===== src/gdr_pkg.sv =====
// Package for the grid DDA ray caster: constants, queue item type and engine states.
// No dependencies; imported by gdr_front, gdr_back and the top level.
`default_nettype none
package gdr_pkg;
  localparam int MapCellsDef   = 4096;
  localparam int MapSideMaxDef = 64;
  localparam logic [7:0]  EmptyCell   = 8'd32;
  localparam logic [7:0]  TextureBase = 8'd48;
  localparam logic [21:0] StepSat     = 22'h3FFFFF;
  localparam int RootW = 26;
  localparam int LenW  = 22;

  localparam logic CmdWrite = 1'b0;
  localparam logic CmdCast  = 1'b1;

  localparam logic [1:0] RegWidth  = 2'd0;
  localparam logic [1:0] RegHeight = 2'd1;
  localparam logic [1:0] RegMaxDist = 2'd2;

  typedef struct packed {
    logic        command;
    logic [11:0] cell_index;
    logic [7:0]  cell_value;
    logic [15:0] origin_x;
    logic [15:0] origin_y;
    logic [15:0] direction_x;
    logic [15:0] direction_y;
  } item_t;

  typedef enum logic [3:0] {
    S_IDLE, S_SQUARE, S_SQRT, S_DIV, S_LEN, S_STEP, S_CHECK, S_HITMUL, S_HITSUM
  } state_t;
endpackage
`default_nettype wire


===== src/gdr_front.sv =====
// Front end: takes input beats, unpacks them into items and holds them in a two-entry queue.
// Depends on gdr_pkg.
`default_nettype none
module gdr_front
  import gdr_pkg::*;
(
  input  wire logic        clk,
  input  wire logic        rst,
  input  wire logic        s_tvalid,
  output logic             s_tready,
  input  wire logic [87:0] s_tdata,
  input  wire logic        s_tuser,
  output logic             q_valid,
  output item_t            q_item,
  input  wire logic        q_pop
);
  item_t      slot [2];
  logic [1:0] count;
  logic       rd_ptr, wr_ptr;
  item_t      in_item;
  logic       push, pop;

  assign in_item = '{command: s_tuser, cell_index: s_tdata[11:0], cell_value: s_tdata[19:12],
                     origin_x: s_tdata[35:20], origin_y: s_tdata[51:36],
                     direction_x: s_tdata[67:52], direction_y: s_tdata[83:68]};
  assign s_tready = (count != 2'd2);
  assign push     = s_tvalid && s_tready;
  assign q_valid  = (count != 2'd0);
  assign q_item   = slot[rd_ptr];
  assign pop      = q_pop && q_valid;

  always_ff @(posedge clk) begin
    if (push) slot[wr_ptr] <= in_item;
    if (rst) begin
      count  <= 2'd0;
      rd_ptr <= 1'b0;
      wr_ptr <= 1'b0;
    end else begin
      if (push) wr_ptr <= ~wr_ptr;
      if (pop) rd_ptr <= ~rd_ptr;
      count <= count + 2'(push) - 2'(pop);
    end
  end
endmodule
`default_nettype wire


===== config.mk =====
export PLATFORM = sky130hd
export DESIGN_NAME = gdr_front
export DESIGN_NICKNAME = d
export VERILOG_FILES = /design/src/gdr_pkg.sv /design/src/gdr_front.sv
export SDC_FILE = /design/constraint.sdc
export NUM_CORES = 1
export LEC_CHECK = 0
export BUFFER_PORTS_ARGS = -buffer_cell sky130_fd_sc_hd__clkbuf_2
export CAP_MARGIN = 20
export CORE_MARGIN = 3
export CORE_UTILIZATION = 52
export CTS_CLUSTER_DIAMETER = 30
export DETAILED_ROUTE_END_ITERATION = 10
export GPL_TIMING_DRIVEN = 0
export PLACE_DENSITY = 0.8
export SLEW_MARGIN = 10
export SYNTH_ARGS = -nofsm -noshare
export SYNTH_HDL_FRONTEND = slang
export SYNTH_SLANG_ARGS = --single-unit

===== constraint.sdc =====
create_clock -name clk -period 6.05 [get_ports clk]
set_input_delay 0.3025 -clock clk [delete_from_list [all_inputs] [get_ports clk]]
set_output_delay 0.3025 -clock clk [all_outputs]
set_load 0.01 [all_outputs]

# Word-level counts from Yosys, hierarchy flattened
# Memories as Yosys holds them, arrays and structs flattened. A register that Yosys moved wholly into a read port is not among the register bits.
# Cells that the tools add are included.
# word_totals
regBits	4
latch_bits	0
ram_bits	170
romBits	0
input_bits	93
out_inout_bits	87
elab_cells	16
memories	1
# memory_table
memory	words	word_bits	read_ports	rd_clocked_by_memory_dff	wr	line	text
slot	2	85	1	1	1	gdr_front.sv:17	item_t slot [2];
# op_classes
add_sub_neg	2
mul	0
n_div	0
order_cmp	0
eq_ne	1
shifts	0
muxes	4
n_bitwise	2
n_reduce_logical	3
# ops
cell	count
2-to-1 mux 1 bit	4
adder 2 x 1 -> 2 bit	1
logical AND 1 bit	2
!= test 2 bit (second input constant)	1
inverter 1 bit	2
nonzero test 2 bit	1
subtractor 2 x 1 -> 2 bit	1

# Depth between registers and ports, before layout
# logic_depth
ltp_word	4
ltp_mapped	8
mapped_depth_nobuf	8

# Least setup slack after synthesis
# Ideal clock, no wire load.
# synth_timing
kind	register to register
from	register count[0]
to	memory slot[0][0] in the netlist's numbering (enable)
setup_time_ps	529
arrival_time_ps	4188
required_time_ps	5521
setup_slack_ps	1333
stages_incl_launch_ff	4
n_path_buf	0
period_less_slack_ps	4717
path_cell_list	dfxtp_1 nand2b_1 nand2_1 nor2_1
# synth_via
elab_chain_len	4
# synth_lines
element	line	text
from (decl)	gdr_front.sv:18	logic [1:0] count;
from (signal assigned)	gdr_front.sv:41	count <= count + 2'(push) - 2'(pop);
!= test 2 bit	gdr_front.sv:26	assign s_tready = (count != 2'd2);
via s_tready	gdr_front.sv:10	output logic s_tready,
logical AND 1 bit	gdr_front.sv:27	assign push = s_tvalid && s_tready;
2-to-1 mux 1 bit	gdr_front.sv:33	if (push) slot[wr_ptr] <= in_item;
2-to-1 mux 1 bit (implied by the code)	gdr_front.sv:33	
to (decl)	gdr_front.sv:17	
# The timed path passes the listed nets, and every way through them passes these cells.

==> impl_metrics.py <==
metrics = {
    "timing": {
        "clock_skew_ns": 0.00431,
        "slew_viols_final": 0,
        "grt_setup_unrepaired": "false",
        "achievable_clock_frequency_ghz": 0.501,
        "worst_slew_margin_rel": 0.653,
        "timing.final.hold_violations": 0,
        "period_minus_slack_ns": 2.00,
        "setup_slack_ns": 4.05,
        "post-route-period-util": 0.330,
        "holdWs_ns": 0.0809,
        "setup_viol_count_final": 0,
        "tightestPinTransition_ns": 0.521,
    },
    "run": {
        "cap_viol_max_count": 0,
    },
    "grt": {
        "grt_pass1_wl_um": 16800,
        "grt_remaining_overflow": 0,
        "track_usage": 0.167,
        "antenna_found_initial": 0,
        "via_count_of_the_first_global_routing_pass": 3342,
        "grt_max_degree": 52,
    },
    "layout": {
        "net_count_reported_at_finish": 581,
        "area.growth.synth_to_final_pct": 26.3,
        "n_antenna_cell": 0,
        "final_common_cell": "sky130_fd_sc_hd__clkbuf_2",
        "final_layout_size_suffix_gt1_frac": 0.503,
        "final_cell_mix": "175 x sky130_fd_sc_hd__clkbuf_2, 170 x sky130_fd_sc_hd__edfxtp_1, 50 x sky130_fd_sc_hd__mux2_1",
    },
    "synthesis": {
        "synth-warning-count": 0,
        "mean_instance_size_in_the_synthesized_netlist_um2": 22.1,
        "synth.distinct_cells": 18,
        "synthesized_instance_count": 288,
        "synth.yosys.seq_area_share": 0.817,
        "post_synth_instance_area_um2": 6370,
        "synth-seq-cells": 175,
        "synthesized_nets": 383,
    },
    "floorplan": {
        "die-area_um2": 13600,
        "die_width_um": 117,
        "initial_core_utilization": 0.544,
        "pin_count": 180,
        "core_area_um2": 11700,
        "fp.dieH_um": 117,
        "num_rows": 39,
    },
    "drt": {
        "vias": 3269,
        "via_density_per_instance": 5.11,
        "initialDrtViolationCount": 201,
        "routed_wire_length_per_instance_um": 17.5,
        "antenna_violating_nets_post_route": 0,
        "drc": 0,
        "firstDrtPassIters": 4,
        "total_length_of_routed_wires_um": 11200,
    },
    "worst_setup_path": {
        "endpoint": "q_item[44]",
        "cp_delay_by_family_top": "buffers and inverters",
        "worstRegToRegCells": 3,
        "worst_path_largest_cell_delay_ns": 0.36,
        "timing.critical_path.buf_inv": 3,
        "timing.rr.end": "slot[1][65]",
        "worstPathCellList": "buf_4 > buf_6 > mux2_1 > clkbuf_2",
        "crit_fanout": 10,
        "worstReg2RegStart": "count[0]",
        "worst-path-stages": 4,
        "worst-endpoint-required_ns": 5.75,
        "arrival_ns": 1.69,
        "setup.worst_path.class": "reg2out",
        "timing.reg2reg.setup_slack_ns": 4.30,
        "crit_path_end_kind": "output pin",
        "start_kind": "flop",
        "crit_path_top_delay_cell": "sky130_fd_sc_hd__dfxtp_1",
    },
    "power": {
        "power_density_nw_per_um2": 409,
        "leakage_component_of_the_power_uw": 0.00309,
        "report.power.total_uw": 3290,
        "power.ir.vdd_worst_mv": 0.274,
    },
    "placement": {
        "placement.io_buffers": 175,
        "minimum_setup_slack_after_placement_ns": 4.28,
        "dpl.hpwl_um": 7640,
        "place.gp.congestion": 0.688,
    },
    "clock_tree": {
        "number_of_buffers_between_clock_root_and_the_deepest_sink": 2,
        "cts_made_buffers": 17,
        "cts_tree": "built",
        "cts_num_sinks": 175,
        "cts.reportedPaths.clkPinSlew_ns": 0.06,
        "clkLatencyLatePin_ns": 0.41,
        "cts.root.buffer_cell": "sky130_fd_sc_hd__clkbuf_16",
        "cts_hold_buffers": 0,
        "clock_tree.htree_level_count": 4,
        "cts-resized-gates": 0,
        "post_cts_buffers": 0,
    },
    "hold_path": {
        "worstHoldPathType": "in2reg",
    },
    "run_status": {
        "status": "completed",
    },
}
[worst reg2reg max path: stages, from the launching register on]
cell	delay [ns]
sky130_fd_sc_hd__dfxtp_1	0.36
sky130_fd_sc_hd__nand2b_1	0.17
sky130_fd_sc_hd__and3_4	0.55
sky130_fd_sc_hd__buf_16	0.32
[cells in the mapped netlist (all sizes together)]
cell    count  share of area
and3        1        0.00098
buf         9          0.012
dfxtp       5          0.016
edfxtp    170           0.80
ha          2         0.0039
inv         1        0.00059
mux2       86           0.15
nand2       1        0.00059
nand2b      1        0.00098
nor2        5         0.0029
nor2b       2         0.0020
o21a        1         0.0012
or2         1        0.00098
xnor2       2         0.0028
xor2        1         0.0014
[registers in the layout, summed over array words and instances (netlist names), named ones only]
name,flops
count,2
rd_ptr,1
slot,170
wr_ptr,1
[worst min path at each step]
stage | slack [ns] | end | from | depth (start not counted)
5_1_grt | 0.05 | slot[0][4] | s_tdata[72] | 1
2_1_floorplan | 0.37 | count[0] | rst | 1
4_1_cts | 0.06 | slot[0][35] | s_tdata[39] | 1
3_3_place_gp | 0.49 | slot[0][73] | s_tdata[1] | 1
6_report | 0.08 | slot[1][59] | s_tdata[31] | 1
3_5_place_dp | 0.50 | slot[1][82] | s_tdata[10] | 1
[logic make-up after synthesis]
logic type               synth area share
adder cells (fa/ha/maj)           0.00393
AND/OR/NAND/NOR                   0.00845
buffers and inverters              0.0130
flip-flops                          0.817
AO/OA/AOI/OAI                     0.00118
XOR/XNOR                          0.00413
multiplexers                        0.152
[where the power goes]
group	leakage, µW	total [µW]	switching, µW	internal [µW]
registers	0.00163	1560	38.5	1520
clock network	0.000245	952	398	554
logic	0.00121	779	420	358
total	0.00309	3290	857	2430
[routing by layer]
metal,vias to the layer above,track usage,part of all wire
li1,1533,-,-
met1,1595,0.200,0.40
met4,0,0.0482,0.0094
met3,10,0.0715,0.097
met2,131,0.278,0.50
met5,-,0,0
[area by class of cell]
| cell class | count | area, µm² |
|---|---|---|
| clock buffers | 21 | 440 |
| fillers | 796 | 3670 |
| flip-flops and latches | 175 | 5200 |
| repair buffers | 179 | 971 |
| multi-input cells | 103 | 1090 |
| well taps | 143 | 179 |
| clock inverters | 9 | 71.3 |
| plain buffers | 9 | 78.8 |
| inverters | 1 | 3.75 |
[per-stage QoR]
step	area (µm²)	utilization	TNS [ns]	cells
floorplan	6370	-	0	288
global placement	7420	0.634	-38.50	606
finish	8040	0.687	0	640
CTS	8040	0.687	0	640
detailed placement	7530	0.643	0	610
global route	8040	0.687	0	640
Power figures use the tool's default switching activity.
